`config.mk`:
```
export PLATFORM = sky130hd
export DESIGN_NAME = yolo_detection_row_decode_unit
export DESIGN_NICKNAME = d
export VERILOG_FILES = /design/src/hdl/ydrd_pkg.sv /design/src/hdl/ydrd_front.sv /design/src/hdl/ydrd_queue.sv /design/src/hdl/ydrd_back.sv /design/src/hdl/yolo_detection_row_decode_unit.sv
export SDC_FILE = /design/constraint.sdc
export NUM_CORES = 2
export LEC_CHECK = 0
export ABC_AREA = 1
export ABC_CLOCK_PERIOD_IN_PS = 11900
export BUFFER_PORTS_ARGS = -buffer_cell sky130_fd_sc_hd__buf_2
export CAP_MARGIN = 5
export CELL_PAD_IN_SITES_DETAIL_PLACEMENT = 1
export CELL_PAD_IN_SITES_GLOBAL_PLACEMENT = 2
export CORE_MARGIN = 2
export CORE_UTILIZATION = 40
export DETAILED_ROUTE_END_ITERATION = 10
export GPL_ROUTABILITY_DRIVEN = 0
export PLACE_DENSITY_LB_ADDON = 0.1
export SLEW_MARGIN = 20
export SYNTH_ARGS = -nofsm -noshare
export SYNTH_HDL_FRONTEND = slang
export SYNTH_SLANG_ARGS = --single-unit
export TNS_END_PERCENT = 10
```
`constraint.sdc`:
```
create_clock -name clk_i -period 11.9 [get_ports clk_i]
set_clock_uncertainty 0.2 [all_clocks]
set_input_delay 2.38 -clock clk_i [delete_from_list [all_inputs] [get_ports clk_i]]
set_output_delay 2.38 -clock clk_i [all_outputs]
set_load 0.1 [all_outputs]
```
`src/hdl/ydrd_pkg.sv`:
```
// Package for the detection row decode unit: widths, register codes, shared types
// and fixed-point helpers. No dependencies.

package ydrd_pkg;

  // Number format and field widths
  localparam int FRAC_BITS   = 16;
  localparam int MAX_CLASSES = 256;
  localparam int BOX_FIELDS  = 5;
  localparam int THR_FRAC    = 16;
  localparam int RAW_W       = 8;
  localparam int SCALE_W     = 24;
  localparam int THR_W       = 17;
  localparam int COLS_W      = 9;
  localparam int IMG_W       = 16;
  localparam int OUT_W       = 21;
  localparam int CONF_W      = 24;
  localparam int CLASS_W     = 8;
  localparam int CFG_IDX_W   = 3;
  localparam int CFG_DATA_W  = 24;

  // Dequantized values and intermediate products
  localparam int VAL_W       = 9 + FRAC_BITS;
  localparam int WIDE_W      = 2 * VAL_W;
  localparam int CMP_W       = VAL_W + THR_FRAC + 1;
  localparam int COORD_A_W   = VAL_W + 2;
  localparam int COORD_P_W   = COORD_A_W + IMG_W + 1;

  // Column positions within a row
  localparam logic [COLS_W-1:0] COL_CX          = COLS_W'(0);
  localparam logic [COLS_W-1:0] COL_CY          = COLS_W'(1);
  localparam logic [COLS_W-1:0] COL_W           = COLS_W'(2);
  localparam logic [COLS_W-1:0] COL_H           = COLS_W'(3);
  localparam logic [COLS_W-1:0] COL_OBJ         = COLS_W'(4);
  localparam logic [COLS_W-1:0] COL_FIRST_CLASS = COLS_W'(BOX_FIELDS);
  localparam logic [COLS_W-1:0] COL_LIMIT       = COLS_W'(BOX_FIELDS + MAX_CLASSES);
  localparam logic [COLS_W-1:0] COUNT_MAX       = '1;

  // Detection queue between front and back
  localparam int Q_DEPTH = 4;
  localparam int Q_PTR_W = 2;
  localparam int Q_CNT_W = 3;

  // Configuration register indexes
  typedef enum logic [CFG_IDX_W-1:0] {
    CFG_ZP_OFFSET    = 3'd0,
    CFG_SCALE        = 3'd1,
    CFG_THRESHOLD    = 3'd2,
    CFG_ROW_COLUMNS  = 3'd3,
    CFG_IMAGE_WIDTH  = 3'd4,
    CFG_IMAGE_HEIGHT = 3'd5
  } cfg_reg_e;

  // Back-end sequencer states
  typedef enum logic [1:0] {
    BK_IDLE,
    BK_CALC,
    BK_LOAD
  } bk_state_e;

  typedef struct packed {
    logic [RAW_W-1:0]   zp_offset;
    logic [SCALE_W-1:0] scale;
    logic [THR_W-1:0]   threshold;
    logic [COLS_W-1:0]  row_columns;
    logic [IMG_W-1:0]   image_width;
    logic [IMG_W-1:0]   image_height;
  } cfg_t;

  // One detection waiting for box scaling
  typedef struct packed {
    logic signed [VAL_W-1:0] cx;
    logic signed [VAL_W-1:0] cy;
    logic signed [VAL_W-1:0] bw;
    logic signed [VAL_W-1:0] bh;
    logic signed [VAL_W-1:0] conf;
    logic [CLASS_W-1:0]      cls;
  } rec_t;

  // Saturate a wide signed value to the dequantized value range
  function automatic logic signed [VAL_W-1:0] sat_val(input logic signed [WIDE_W-1:0] x);
    logic signed [WIDE_W-1:0] hi;
    logic signed [WIDE_W-1:0] lo;
    hi = {{(WIDE_W-VAL_W+1){1'b0}}, {(VAL_W-1){1'b1}}};
    lo = ~hi;
    if (x > hi) begin
      return hi[VAL_W-1:0];
    end else if (x < lo) begin
      return lo[VAL_W-1:0];
    end
    return x[VAL_W-1:0];
  endfunction

  // Strict compare of a value against the Q1.16 threshold, aligned exactly
  function automatic logic above_thr(input logic signed [VAL_W-1:0] v,
                                     input logic [THR_W-1:0] thr);
    logic signed [CMP_W-1:0] lhs;
    logic signed [CMP_W-1:0] rhs;
    lhs = CMP_W'(v) <<< THR_FRAC;
    rhs = $signed(CMP_W'(thr)) <<< FRAC_BITS;
    return lhs > rhs;
  endfunction

endpackage

```
`src/hdl/ydrd_front.sv`:
```
// Front end: accepts row elements, dequantizes them, tracks box fields and the
// best class product, and pushes qualifying detections. Depends on ydrd_pkg.

module ydrd_front (
  input  logic                            clk_i,
  input  logic                            rst_ni,
  input  ydrd_pkg::cfg_t                  cfg_i,
  input  logic                            in_valid_i,
  output logic                            in_stall_o,
  input  logic [ydrd_pkg::RAW_W-1:0]      raw_value_i,
  input  logic                            row_end_i,
  input  logic [ydrd_pkg::Q_CNT_W-1:0]    q_count_i,
  output logic                            push_o,
  output ydrd_pkg::rec_t                  rec_o
);
  import ydrd_pkg::*;

  logic                      accept;
  logic [COLS_W-1:0]         cnt_q, cnt_d;
  logic [COLS_W-1:0]         limit;
  logic [Q_CNT_W:0]          fill;

  logic signed [RAW_W:0]     diff;
  logic signed [RAW_W+SCALE_W+1:0] dq_raw;
  logic signed [VAL_W-1:0]   dq;

  // Stage 1: dequantized element
  logic                      s1_valid_q;
  logic signed [VAL_W-1:0]   s1_v_q;
  logic [COLS_W-1:0]         s1_idx_q;
  logic                      s1_in_range_q;
  logic                      s1_last_q;

  // Row fields
  logic signed [VAL_W-1:0]   cx_q, cy_q, bw_q, bh_q, obj_q;
  logic                      rej_q;

  // Stage 2: class product
  logic                      s2_valid_q;
  logic signed [WIDE_W-1:0]  s2_p_q;
  logic signed [WIDE_W-1:0]  p;
  logic                      s2_cls_q;
  logic                      s2_first_q;
  logic [CLASS_W-1:0]        s2_class_q;
  logic                      s2_last_q;

  // Stage 3: best tracking
  logic signed [VAL_W-1:0]   prod;
  logic                      upd;
  logic signed [VAL_W-1:0]   best_q, best_new;
  logic [CLASS_W-1:0]        cls_q, cls_new;
  logic                      has_class_q, has_now;

  // Stall when the queue plus row ends still in flight could fill it
  assign fill = (Q_CNT_W+1)'(q_count_i)
              + (Q_CNT_W+1)'(s1_valid_q & s1_last_q)
              + (Q_CNT_W+1)'(s2_valid_q & s2_last_q);
  assign in_stall_o = (fill >= (Q_CNT_W+1)'(Q_DEPTH));
  assign accept     = in_valid_i & ~in_stall_o;

  // Clamp the row length to the supported class count
  assign limit = (cfg_i.row_columns > COL_LIMIT) ? COL_LIMIT : cfg_i.row_columns;

  // Count columns, saturating, and restart on row end
  always_comb begin
    cnt_d = cnt_q;
    if (accept) begin
      if (row_end_i) begin
        cnt_d = '0;
      end else if (cnt_q != COUNT_MAX) begin
        cnt_d = cnt_q + COLS_W'(1);
      end
    end
  end

  // Dequantize: (raw - zero point) * scale, saturated
  assign diff   = $signed({1'b0, raw_value_i}) - $signed({1'b0, cfg_i.zp_offset});
  assign dq_raw = diff * $signed({1'b0, cfg_i.scale});
  assign dq     = sat_val(WIDE_W'(dq_raw));

  // Class score times objectness
  assign p = s1_v_q * obj_q;

  // Floor-shift the product and keep the first maximum
  assign prod     = sat_val(s2_p_q >>> FRAC_BITS);
  assign upd      = s2_cls_q & ~rej_q & (s2_first_q | (prod > best_q));
  assign best_new = upd ? prod : best_q;
  assign cls_new  = upd ? s2_class_q : cls_q;
  assign has_now  = has_class_q | (s2_cls_q & s2_first_q);

  // Emit at row end when a class column was seen and both thresholds pass
  assign push_o = s2_valid_q & s2_last_q & has_now & ~rej_q
                & above_thr(best_new, cfg_i.threshold);
  always_comb begin
    rec_o      = '0;
    rec_o.cx   = cx_q;
    rec_o.cy   = cy_q;
    rec_o.bw   = bw_q;
    rec_o.bh   = bh_q;
    rec_o.conf = best_new;
    rec_o.cls  = cls_new;
  end

  // Control state
  always_ff @(posedge clk_i or negedge rst_ni) begin
    if (!rst_ni) begin
      cnt_q       <= '0;
      s1_valid_q  <= 1'b0;
      s2_valid_q  <= 1'b0;
      has_class_q <= 1'b0;
      rej_q       <= 1'b0;
    end else begin
      cnt_q      <= cnt_d;
      s1_valid_q <= accept;
      s2_valid_q <= s1_valid_q;
      if (s1_valid_q && s1_in_range_q && (s1_idx_q == COL_OBJ)) begin
        rej_q <= ~above_thr(s1_v_q, cfg_i.threshold);
      end
      if (s2_valid_q) begin
        if (s2_last_q) begin
          has_class_q <= 1'b0;
        end else if (s2_cls_q && s2_first_q) begin
          has_class_q <= 1'b1;
        end
      end
    end
  end

  // Stage 1 payload
  always_ff @(posedge clk_i) begin
    if (accept) begin
      s1_v_q        <= dq;
      s1_idx_q      <= cnt_q;
      s1_in_range_q <= (cnt_q < limit);
      s1_last_q     <= row_end_i;
    end
  end

  // Capture box fields and objectness, register the class product
  always_ff @(posedge clk_i) begin
    if (s1_valid_q && s1_in_range_q) begin
      case (s1_idx_q)
        COL_CX:  cx_q  <= s1_v_q;
        COL_CY:  cy_q  <= s1_v_q;
        COL_W:   bw_q  <= s1_v_q;
        COL_H:   bh_q  <= s1_v_q;
        COL_OBJ: obj_q <= s1_v_q;
        default: ;
      endcase
    end
    if (s1_valid_q) begin
      s2_p_q     <= p;
      s2_cls_q   <= s1_in_range_q & (s1_idx_q >= COL_FIRST_CLASS);
      s2_first_q <= (s1_idx_q == COL_FIRST_CLASS);
      s2_class_q <= CLASS_W'(s1_idx_q - COL_FIRST_CLASS);
      s2_last_q  <= s1_last_q;
    end
  end

  // Best product and its class
  always_ff @(posedge clk_i) begin
    if (s2_valid_q) begin
      best_q <= best_new;
      cls_q  <= cls_new;
    end
  end

endmodule

```
`src/hdl/ydrd_queue.sv`:
```
// Short detection queue between the front and back ends.
// Depends on ydrd_pkg.

module ydrd_queue (
  input  logic                         clk_i,
  input  logic                         rst_ni,
  input  logic                         push_i,
  input  ydrd_pkg::rec_t               data_i,
  input  logic                         pop_i,
  output logic                         valid_o,
  output ydrd_pkg::rec_t               data_o,
  output logic [ydrd_pkg::Q_CNT_W-1:0] count_o
);
  import ydrd_pkg::*;

  rec_t                mem_q [Q_DEPTH];
  logic [Q_PTR_W-1:0]  wr_ptr_q, rd_ptr_q;
  logic [Q_CNT_W-1:0]  cnt_q;
  logic                do_pop;

  assign valid_o = (cnt_q != '0);
  assign data_o  = mem_q[rd_ptr_q];
  assign count_o = cnt_q;
  assign do_pop  = pop_i & valid_o;

  // Advance pointers and occupancy
  always_ff @(posedge clk_i or negedge rst_ni) begin
    if (!rst_ni) begin
      wr_ptr_q <= '0;
      rd_ptr_q <= '0;
      cnt_q    <= '0;
    end else begin
      if (push_i) begin
        wr_ptr_q <= wr_ptr_q + Q_PTR_W'(1);
      end
      if (do_pop) begin
        rd_ptr_q <= rd_ptr_q + Q_PTR_W'(1);
      end
      cnt_q <= cnt_q + Q_CNT_W'(push_i) - Q_CNT_W'(do_pop);
    end
  end

  // Store entries
  always_ff @(posedge clk_i) begin
    if (push_i) begin
      mem_q[wr_ptr_q] <= data_i;
    end
  end

endmodule

```
`src/hdl/ydrd_back.sv`:
```
// Back end: scales a queued detection to image pixels with one shared multiplier
// and holds the result in the output register. Depends on ydrd_pkg.

module ydrd_back (
  input  logic                                clk_i,
  input  logic                                rst_ni,
  input  ydrd_pkg::cfg_t                      cfg_i,
  input  logic                                q_valid_i,
  input  ydrd_pkg::rec_t                      q_data_i,
  output logic                                q_pop_o,
  output logic                                out_valid_o,
  input  logic                                out_stall_i,
  output logic signed [ydrd_pkg::OUT_W-1:0]   box_left_o,
  output logic signed [ydrd_pkg::OUT_W-1:0]   box_top_o,
  output logic signed [ydrd_pkg::OUT_W-1:0]   box_width_o,
  output logic signed [ydrd_pkg::OUT_W-1:0]   box_height_o,
  output logic [ydrd_pkg::CONF_W-1:0]         confidence_q16_o,
  output logic [ydrd_pkg::CLASS_W-1:0]        class_index_o
);
  import ydrd_pkg::*;

  // Sequencer steps: a product is formed at each of the first four steps and
  // scaled one step later, so the last step only drains
  localparam logic [2:0] STEP_LEFT   = 3'd0;
  localparam logic [2:0] STEP_TOP    = 3'd1;
  localparam logic [2:0] STEP_WIDTH  = 3'd2;
  localparam logic [2:0] STEP_HEIGHT = 3'd3;
  localparam logic [2:0] STEP_DRAIN  = 3'd4;

  bk_state_e                   state_q, state_d;
  logic [2:0]                  step_q;
  rec_t                        work_q;
  logic                        mul_en, res_en, load;

  logic signed [COORD_A_W-1:0] op_a;
  logic signed [IMG_W:0]       op_b;
  logic signed [COORD_P_W-1:0] prod_q;
  logic                        long_q;
  logic signed [COORD_P_W-1:0] bias, rnd, shifted;
  logic signed [OUT_W-1:0]     coord;
  logic signed [OUT_W-1:0]     left_q, top_q, wid_q;
  logic [CONF_W-1:0]           conf_clamped;
  logic                        out_valid_q;

  function automatic logic signed [OUT_W-1:0] sat_out(input logic signed [COORD_P_W-1:0] x);
    logic signed [COORD_P_W-1:0] hi;
    logic signed [COORD_P_W-1:0] lo;
    hi = {{(COORD_P_W-OUT_W+1){1'b0}}, {(OUT_W-1){1'b1}}};
    lo = ~hi;
    if (x > hi) begin
      return hi[OUT_W-1:0];
    end else if (x < lo) begin
      return lo[OUT_W-1:0];
    end
    return x[OUT_W-1:0];
  endfunction

  // Next state
  always_comb begin
    state_d = state_q;
    case (state_q)
      BK_IDLE: if (q_valid_i) state_d = BK_CALC;
      BK_CALC: if (step_q == STEP_DRAIN) state_d = BK_LOAD;
      BK_LOAD: if (!out_valid_q || !out_stall_i) state_d = BK_IDLE;
      default: state_d = BK_IDLE;
    endcase
  end

  // State outputs
  always_comb begin
    q_pop_o = 1'b0;
    mul_en  = 1'b0;
    res_en  = 1'b0;
    load    = 1'b0;
    case (state_q)
      BK_IDLE: q_pop_o = q_valid_i;
      BK_CALC: begin
        mul_en = (step_q < STEP_DRAIN);
        res_en = (step_q != STEP_LEFT);
      end
      BK_LOAD: load = ~out_valid_q | ~out_stall_i;
      default: ;
    endcase
  end

  // Select multiplier operands for the current step
  always_comb begin
    case (step_q)
      STEP_LEFT:  op_a = (COORD_A_W'(work_q.cx) <<< 1) - COORD_A_W'(work_q.bw);
      STEP_TOP:   op_a = (COORD_A_W'(work_q.cy) <<< 1) - COORD_A_W'(work_q.bh);
      STEP_WIDTH: op_a = COORD_A_W'(work_q.bw);
      default:    op_a = COORD_A_W'(work_q.bh);
    endcase
    if (step_q == STEP_LEFT || step_q == STEP_WIDTH) begin
      op_b = $signed({1'b0, cfg_i.image_width});
    end else begin
      op_b = $signed({1'b0, cfg_i.image_height});
    end
  end

  // Divide by a power of two, truncating toward zero, then saturate
  always_comb begin
    if (long_q) begin
      bias = COORD_P_W'((64'(1) << (FRAC_BITS + 1)) - 64'(1));
    end else begin
      bias = COORD_P_W'((64'(1) << FRAC_BITS) - 64'(1));
    end
    rnd     = prod_q[COORD_P_W-1] ? (prod_q + bias) : prod_q;
    shifted = long_q ? (rnd >>> (FRAC_BITS + 1)) : (rnd >>> FRAC_BITS);
    coord   = sat_out(shifted);
  end

  // Clamp the confidence to its unsigned field
  always_comb begin
    if (work_q.conf < 0) begin
      conf_clamped = '0;
    end else if (work_q.conf > $signed({1'b0, {CONF_W{1'b1}}})) begin
      conf_clamped = '1;
    end else begin
      conf_clamped = CONF_W'(work_q.conf);
    end
  end

  // Control state
  always_ff @(posedge clk_i or negedge rst_ni) begin
    if (!rst_ni) begin
      state_q     <= BK_IDLE;
      step_q      <= STEP_LEFT;
      out_valid_q <= 1'b0;
    end else begin
      state_q <= state_d;
      if (q_pop_o) begin
        step_q <= STEP_LEFT;
      end else if (state_q == BK_CALC) begin
        step_q <= step_q + 3'd1;
      end
      if (load) begin
        out_valid_q <= 1'b1;
      end else if (!out_stall_i) begin
        out_valid_q <= 1'b0;
      end
    end
  end

  // Datapath registers
  always_ff @(posedge clk_i) begin
    if (q_pop_o) begin
      work_q <= q_data_i;
    end
    if (mul_en) begin
      prod_q <= op_a * op_b;
      long_q <= (step_q == STEP_LEFT) || (step_q == STEP_TOP);
    end
    if (res_en) begin
      case (step_q)
        STEP_TOP:    left_q <= coord;
        STEP_WIDTH:  top_q  <= coord;
        STEP_HEIGHT: wid_q  <= coord;
        default:     ;
      endcase
    end
    if (load) begin
      box_left_o       <= left_q;
      box_top_o        <= top_q;
      box_width_o      <= wid_q;
      box_height_o     <= coord;
      confidence_q16_o <= conf_clamped;
      class_index_o    <= work_q.cls;
    end
  end

  assign out_valid_o = out_valid_q;

endmodule

```
`src/hdl/yolo_detection_row_decode_unit.sv`:
```
// Top level of the detection row decode unit: configuration registers, front end,
// detection queue and back end. Depends on ydrd_pkg, ydrd_front, ydrd_queue, ydrd_back.
//
//   Channel | Handshake            | Payload
//   --------+----------------------+-------------------------------------------
//   input   | in_valid_i/in_stall_o| raw_value_i, row_end_i
//   output  | out_valid_o/out_stall_i | box_left/top/width/height_o,
//           |                      | confidence_q16_o, class_index_o
//   config  | cfg_valid_i/cfg_ready_o | cfg_index_i, cfg_data_i
//
// One row element is taken per cycle while in_stall_o is low, through a three-stage
// front pipeline (dequantize multiply, class-score product, best tracking). The back
// end scales boxes with one shared multiplier and pops the next detection only after
// loading the previous one into the output register; a 4-entry queue sits between the
// two. Input stall rises when queued detections plus row ends still in the front
// pipeline reach 4. Reset restores the register defaults and empties pipeline and queue.

module yolo_detection_row_decode_unit (
  input  logic                               clk_i,
  input  logic                               rst_ni,
  input  logic                               in_valid_i,
  output logic                               in_stall_o,
  input  logic [ydrd_pkg::RAW_W-1:0]         raw_value_i,
  input  logic                               row_end_i,
  output logic                               out_valid_o,
  input  logic                               out_stall_i,
  output logic signed [ydrd_pkg::OUT_W-1:0]  box_left_o,
  output logic signed [ydrd_pkg::OUT_W-1:0]  box_top_o,
  output logic signed [ydrd_pkg::OUT_W-1:0]  box_width_o,
  output logic signed [ydrd_pkg::OUT_W-1:0]  box_height_o,
  output logic [ydrd_pkg::CONF_W-1:0]        confidence_q16_o,
  output logic [ydrd_pkg::CLASS_W-1:0]       class_index_o,
  input  logic                               cfg_valid_i,
  output logic                               cfg_ready_o,
  input  logic [ydrd_pkg::CFG_IDX_W-1:0]     cfg_index_i,
  input  logic [ydrd_pkg::CFG_DATA_W-1:0]    cfg_data_i
);
  import ydrd_pkg::*;

  cfg_t               cfg_q;
  logic               push;
  rec_t               push_rec;
  logic               q_valid, q_pop;
  rec_t               q_rec;
  logic [Q_CNT_W-1:0] q_count;

  assign cfg_ready_o = 1'b1;

  // Configuration registers
  always_ff @(posedge clk_i or negedge rst_ni) begin
    if (!rst_ni) begin
      cfg_q.zp_offset    <= RAW_W'(0);
      cfg_q.scale        <= SCALE_W'(65536);
      cfg_q.threshold    <= THR_W'(16384);
      cfg_q.row_columns  <= COLS_W'(85);
      cfg_q.image_width  <= IMG_W'(640);
      cfg_q.image_height <= IMG_W'(640);
    end else if (cfg_valid_i && cfg_ready_o) begin
      case (cfg_reg_e'(cfg_index_i))
        CFG_ZP_OFFSET:    cfg_q.zp_offset    <= cfg_data_i[RAW_W-1:0];
        CFG_SCALE:        cfg_q.scale        <= cfg_data_i[SCALE_W-1:0];
        CFG_THRESHOLD:    cfg_q.threshold    <= cfg_data_i[THR_W-1:0];
        CFG_ROW_COLUMNS:  cfg_q.row_columns  <= cfg_data_i[COLS_W-1:0];
        CFG_IMAGE_WIDTH:  cfg_q.image_width  <= cfg_data_i[IMG_W-1:0];
        CFG_IMAGE_HEIGHT: cfg_q.image_height <= cfg_data_i[IMG_W-1:0];
        default:          ;
      endcase
    end
  end

  ydrd_front u_front (
    .clk_i       (clk_i),
    .rst_ni      (rst_ni),
    .cfg_i       (cfg_q),
    .in_valid_i  (in_valid_i),
    .in_stall_o  (in_stall_o),
    .raw_value_i (raw_value_i),
    .row_end_i   (row_end_i),
    .q_count_i   (q_count),
    .push_o      (push),
    .rec_o       (push_rec)
  );

  ydrd_queue u_queue (
    .clk_i   (clk_i),
    .rst_ni  (rst_ni),
    .push_i  (push),
    .data_i  (push_rec),
    .pop_i   (q_pop),
    .valid_o (q_valid),
    .data_o  (q_rec),
    .count_o (q_count)
  );

  ydrd_back u_back (
    .clk_i            (clk_i),
    .rst_ni           (rst_ni),
    .cfg_i            (cfg_q),
    .q_valid_i        (q_valid),
    .q_data_i         (q_rec),
    .q_pop_o          (q_pop),
    .out_valid_o      (out_valid_o),
    .out_stall_i      (out_stall_i),
    .box_left_o       (box_left_o),
    .box_top_o        (box_top_o),
    .box_width_o      (box_width_o),
    .box_height_o     (box_height_o),
    .confidence_q16_o (confidence_q16_o),
    .class_index_o    (class_index_o)
  );

endmodule

```
Yosys cells after proc, flatten, opt, wreduce, memory -nomap -nowiden:

Memory sizes are Yosys's and may differ from the RTL's. A register that Yosys moved wholly into a read port is not among the register bits.
Cells that the tools add are included.

* reductions and logical operators: 34
* add/subtract/negate cells: 13
* mux-type cells: 42
* magnitude comparators: 16
* equality and inequality tests: 21
* bitwise logic cells: 20
* multipliers: 3

Operators with widths (count)
* $mux W25: 7
* $gt A41 B34 Y1: 2
* $pmux W27 S3: 1
* $gt A34 B25 Y1 const B: 2
* $lt A34 B25 Y1 const B: 2
* $mux W21: 3
* $sub A26 B25 Y27: 2
* $mul A25 B25 Y50: 1
* $add A44 B18 Y44: 1
* $mul A27 B17 Y44: 1
* $mux W44: 1
* $mul A9 B25 Y34: 1
* $reduce_and A2 Y1: 16
* $gt A28 B21 Y1 const B: 1
* $lt A28 B21 Y1 const B: 1
* $mux W27: 1
* $mux W9: 3
* $gt A25 B25 Y1: 1
* $gt A25 B25 Y1 const B: 1
* $lt A25 B1 Y1 const B: 1
* $mux W24: 1
* $eq A9 B2 Y1 const B: 2
* $eq A9 B3 Y1 const B: 2
* $mux W17: 1
* other kinds (40): 94

* bits in writable memories: 532
* register bits after elaboration: 595
* memories: 1
* logic and storage cells: 194

Memories
* u_queue.mem_q: words 4, bits a word 133, rd ports 1, clocked after Yosys merged registers in 1, write ports 1, line ydrd_queue.sv:16 `rec_t mem_q [Q_DEPTH];`

Logic depth before layout (Yosys ltp):

* depth in word-level cells: 12
* gate-level depth with buffers: 43
* mapped depth without buffers: 42

Cells and area by module:

Synthesis repeated with hierarchy kept, for this count alone.

* cell total of the unflattened synthesis: 10426
* area total of the unflattened synthesis: 99307.7 sq um

By module, submodules not included
* ydrd_front: times used 1, sequential area each 7502.2 sq um, area each 41568.6 sq um, cells an instance 4733
* ydrd_back: times used 1, sequential area each 10870.4 sq um, area each 32914.1 sq um, cells an instance 3555
* ydrd_queue: times used 1, sequential area each 16150.5 sq um, area each 21191.6 sq um, cells an instance 1737
* yolo_detection_row_decode_unit: times used 1, sequential area each 2264.7 sq um, area each 3633.5 sq um, cells an instance 401

Least setup slack after synthesis:

No wires, ideal clock.

* path kind: register to register
* start: register u_front.s2_p_q[47]
* end: memory u_queue.mem_q[0][0] (netlist name) (enable)
* slack: 1.113 ns
* path buffers: 5
* data arrival time: 9.961 ns
* clock period less this slack: 10.787 ns
* stages on the path, launching flop included: 36
* setup time: 0.626 ns
* cell sequence: edfxtp_1 nor4_1 nand4_1 nand2_1 buf_2 buf_1 nand2_1 ha_1 nand2_1 nor2_1 nand4_1 and2b_1 nand2_1 nand3b_1 nand2_1 nand2_4 nand2_4 buf_6 buf_2 buf_2 a21oi_1 ha_1 nand2_1 nor2_1 nand3b_1 nand3_1 nand2_1 nand3_1 nand2_1 inv_1 o21ai_0 nand3_1 nor2_1 nand2_1 nand2_4 nor2_1

RTL lines
* start: declaration: line ydrd_front.sv:40 `logic signed [WIDE_W-1:0] s2_p_q;`
* start signal: assignment: line ydrd_front.sv:152 `s2_p_q <= p;`
* end: declaration: line ydrd_queue.sv:16

Worst setup path in the final report:

* start: register u_back.step_q[0]
* end: register u_back.prod_q[43] (data pin)

* cells in the longest elaborated chain, start to end: 4
* elaborated cells between the ends (all ways): 7

RTL lines
* start: declaration: line ydrd_back.sv:31 `logic [2:0] step_q;`
* start signal: assignment: line ydrd_back.sv:135 `step_q <= step_q + 3'd1;`
* $eq A3 B2 Y1 or $logic_not A3 Y1 (tied branches): line ydrd_back.sv:88, ydrd_back.sv:94
* $logic_or A1 B1 Y1: line ydrd_back.sv:94 `if (step_q == STEP_LEFT || step_q == STEP_WIDTH) begin`
* $mux W16: line ydrd_back.sv:94
* $mul A27 B17 Y44 (*): line ydrd_back.sv:151 `prod_q <= op_a * op_b;`
* end signal: assignment: line ydrd_back.sv:151
* end: declaration: line ydrd_back.sv:37 `logic signed [COORD_P_W-1:0] prod_q;`

Every way passes the cells marked *; elsewhere a longest branch is shown, timed or not.
A chain may end at the register's enable or synchronous reset.

==> results.toml <==
[logic_synthesis]
synth_compound_area_share_pct = 6.33
avgSynthCellArea_um2 = 10.0
synth_flop_cell = "edfxtp_1"
yosysWarningCount = 0
async_reset_ff_share_pct = 9.32
synth.net_count = 11400
synthTopCellsByCount = "inv_1, nand2_1, fa_1"
muxShareOfSynthArea_pct = 0.116
yosys-top-cells-area = "edfxtp_1, fa_1, inv_1"
synthesis.area_um2 = 96200
yosysUniqueCellTypes = 66
synthSimpleGateAreaFrac_pct = 12.9
synth_edf_count = 1128
synth_adder_area_share_pct = 31.9
synth.top_cell.area_share_pct = 35.2
netlist_instances = 9609
ys_seq_elements = 1244
synth.most_common_cell = "inv_1"
yosys.area.top_type = "edfxtp_1"
synth_top_family_by_area = "adder cells"
ys_seq_area_share_pct = 38.2
synth_xor_area_share_pct = 1.41

[clocking]
htree_num_levels = 4
cts_setup_buffers = 0
clkLatencyLatePin_ps = 810
cts_buffers = 139
cts.sinks = 1244
cts_hold_buf = 0
cts_resized = 0
tritoncts = "done"
cts_root_buf = "clkbuf_16"
clk_pin_slew_ps = 60
clock_path_buffers = 3

[final_layout]
multi_input_area_um2 = 50800
fin_nets = 11400
area.growth.synth_to_final_pct = 9.46
drive_gt1_share_pct = 6.68
regArea_um2 = 36800
final_core_util_pct = 43.9
fillCellCount = 26700

[global_routing]
antenna_found_initial = 19
overflow = 0
gr-usage-all-layers_pct = 24.9
grt_first_pass_wirelength_um = 459000
grt_max_degree = 156
first_global_vias = 74700

[floorplanning]
die_area_um2 = 245000
core-area_um2 = 240000
io_pins = 160
die_h_um = 495
dieWidth_um = 495
rows = 180
start_util_pct = 40.1

[worst_setup_path]
cp.required_ps = 12190
crit_path_max_incr_delay_ps = 860
cpMostUsedCell = "inv_1"
worstPathMaxFanout = 16
crit_slowest_cell = "nor2_2"
worstPathArrival_ps = 10190
worst_setup_path_end_kind = "register"
crit_type = "reg2reg"
worstSetupStartpointType = "register"

[detailed_routing]
drt_wl_total_um = 298000
routedWlPerCell_um = 23.0
drc = 0
drt-initial-drc-count = 3527
drt-vias-per-instance = 5.13
dr.pass1.iters = 5
vias = 66600
ant_nets = 0

[timing]
max_slew_margin_pct = 24.7
setup_violations = 0
fin_tns_setup_ps = 0
tightest_slew_ps = 1130
slew_violations = 0
finalCriticalPeriod_ps = 9900
post-route-period-util_pct = 83.2
hold_violations = 0
rsz0062_at_grt = "no"
max_clock_freq_mhz = 101

[placed_design]
hpwl_um = 223000
portBuffers = 158

[run]
drv_cap = 0

[worst_hold_path]
hold_path.class = "reg2reg"

[outcome]
status = "completed"
-- metal layers --
metal	part of all wire, %	vias up	global-route usage (%)
met3	3.3	337	2.19
met5	0.0030	-	0
met4	2.5	2	6.18
li1	-	30300	-
met2	51	1105	45.0
met1	43	34900	32.1
-- state kept, by name, summed over array words and instances (netlist names), 24 cells and up --
name,cells
u_queue.mem_q,532
u_back.work_q,133
cfg_q,90
u_back.prod_q,44
u_front.s2_p_q,34
u_front.best_q,25
u_front.bh_q,25
u_front.bw_q,25
u_front.cx_q,25
u_front.cy_q,25
u_front.obj_q,25
u_front.s1_v_q,25
u_back.confidence_q16_o,24
-- metrics by stage --
step	instance area, um^2	setup slack [ps]	hold slack [ps]	cells
after global routing	105000	1330	196	13000
after floorplan	96200	1110	200	9609
after detailed placement	101000	1650	205	12700
final	105000	2000	190	13000
after global placement	101000	1650	200	12700
after CTS	105000	2010	187	13000
-- worst max-delay path, delay by kind of cell, from the launching register on --
family / cells / cell delay (ps)
buf+inv: 8 / 1550
fa+ha+maj: 8 / 3540
simple gates: 8 / 2340
flops: 1 / 420
xor+xnor: 1 / 140
compound gates: 5 / 1370
-- area by class of cell --
type | instances | area share, %
multi-input combinational | 6064 | 48.2
inverter | 1952 | 6.97
sequential | 1244 | 34.9
antenna | 4 | 0.00950
tap | 3185 | 3.78
timing repair buffer | 278 | 1.68
clock inverter | 85 | 0.912
clock buffer | 168 | 3.47
-- final timing paths --
| check | start | endpoint | slack [ps] | depth (start not counted) |
|---|---|---|---|---|
| max reg2reg | u_back.step_q[0] | u_back.prod_q[43] | 2000 | 30 |
| min | u_back.left_q[2] | u_back.box_left_o[2] | 190 | 0 |
| min reg2reg | u_back.left_q[2] | u_back.box_left_o[2] | 190 | 0 |
| max | u_back.step_q[0] | u_back.prod_q[43] | 2000 | 30 |
| min in group asynchronous | rst_ni | cfg_q[81] | 1230 | 1 |
| max in group asynchronous | rst_ni | u_queue.rd_ptr_q[1] | 8450 | 3 |
-- layout by cell type (no fill, tap or decap), drive strengths merged, types with 4 or more instances in the layout --
cell | synthesis | final
xor2 | 101 | 101
o22ai | 134 | 134
mux2 | 9 | 9
clkinv | 12 | 74
or2 | 38 | 38
a21oi | 300 | 300
o21ai | 548 | 548
nor3b | 5 | 5
a31oi | 18 | 18
a211oi | 8 | 8
ha | 477 | 477
buf | 43 | 278
o21a | 16 | 16
o211ai | 10 | 10
edfxtp | 1128 | 1128
nand3 | 207 | 207
nand2 | 1772 | 1772
clkbuf | 306 | 168
nor3 | 68 | 68
clkinvlp | 0 | 6
nor4 | 18 | 18
o221ai | 4 | 4
nor2 | 917 | 917
dfrtp | 106 | 106
nand3b | 16 | 16
bufinv | 0 | 9
xnor2 | 53 | 53
a21o | 15 | 15
dfstp | 10 | 10
diode | 0 | 4
nand4 | 38 | 38
inv | 1940 | 1948
o31ai | 8 | 8
fa | 1235 | 1235
o2111ai | 7 | 7
o21bai | 18 | 18
a21boi | 9 | 9
-- logic make-up (layout without fill, tap and decap cells) --
logic type | after synthesis | count (layout)
flip-flops | 1244 | 1244
XOR/XNOR | 154 | 154
other | 1 | 5
buffers and inverters | 2301 | 2483
AO/OA/AOI/OAI | 1103 | 1103
AND/OR/NAND/NOR | 3084 | 3084
multiplexers | 10 | 10
adder cells (fa/ha/maj) | 1712 | 1712
Power is left out: the tool's default activity adds up to more than one toggle a clock period on the data nets, which glitch-free logic cannot reach.
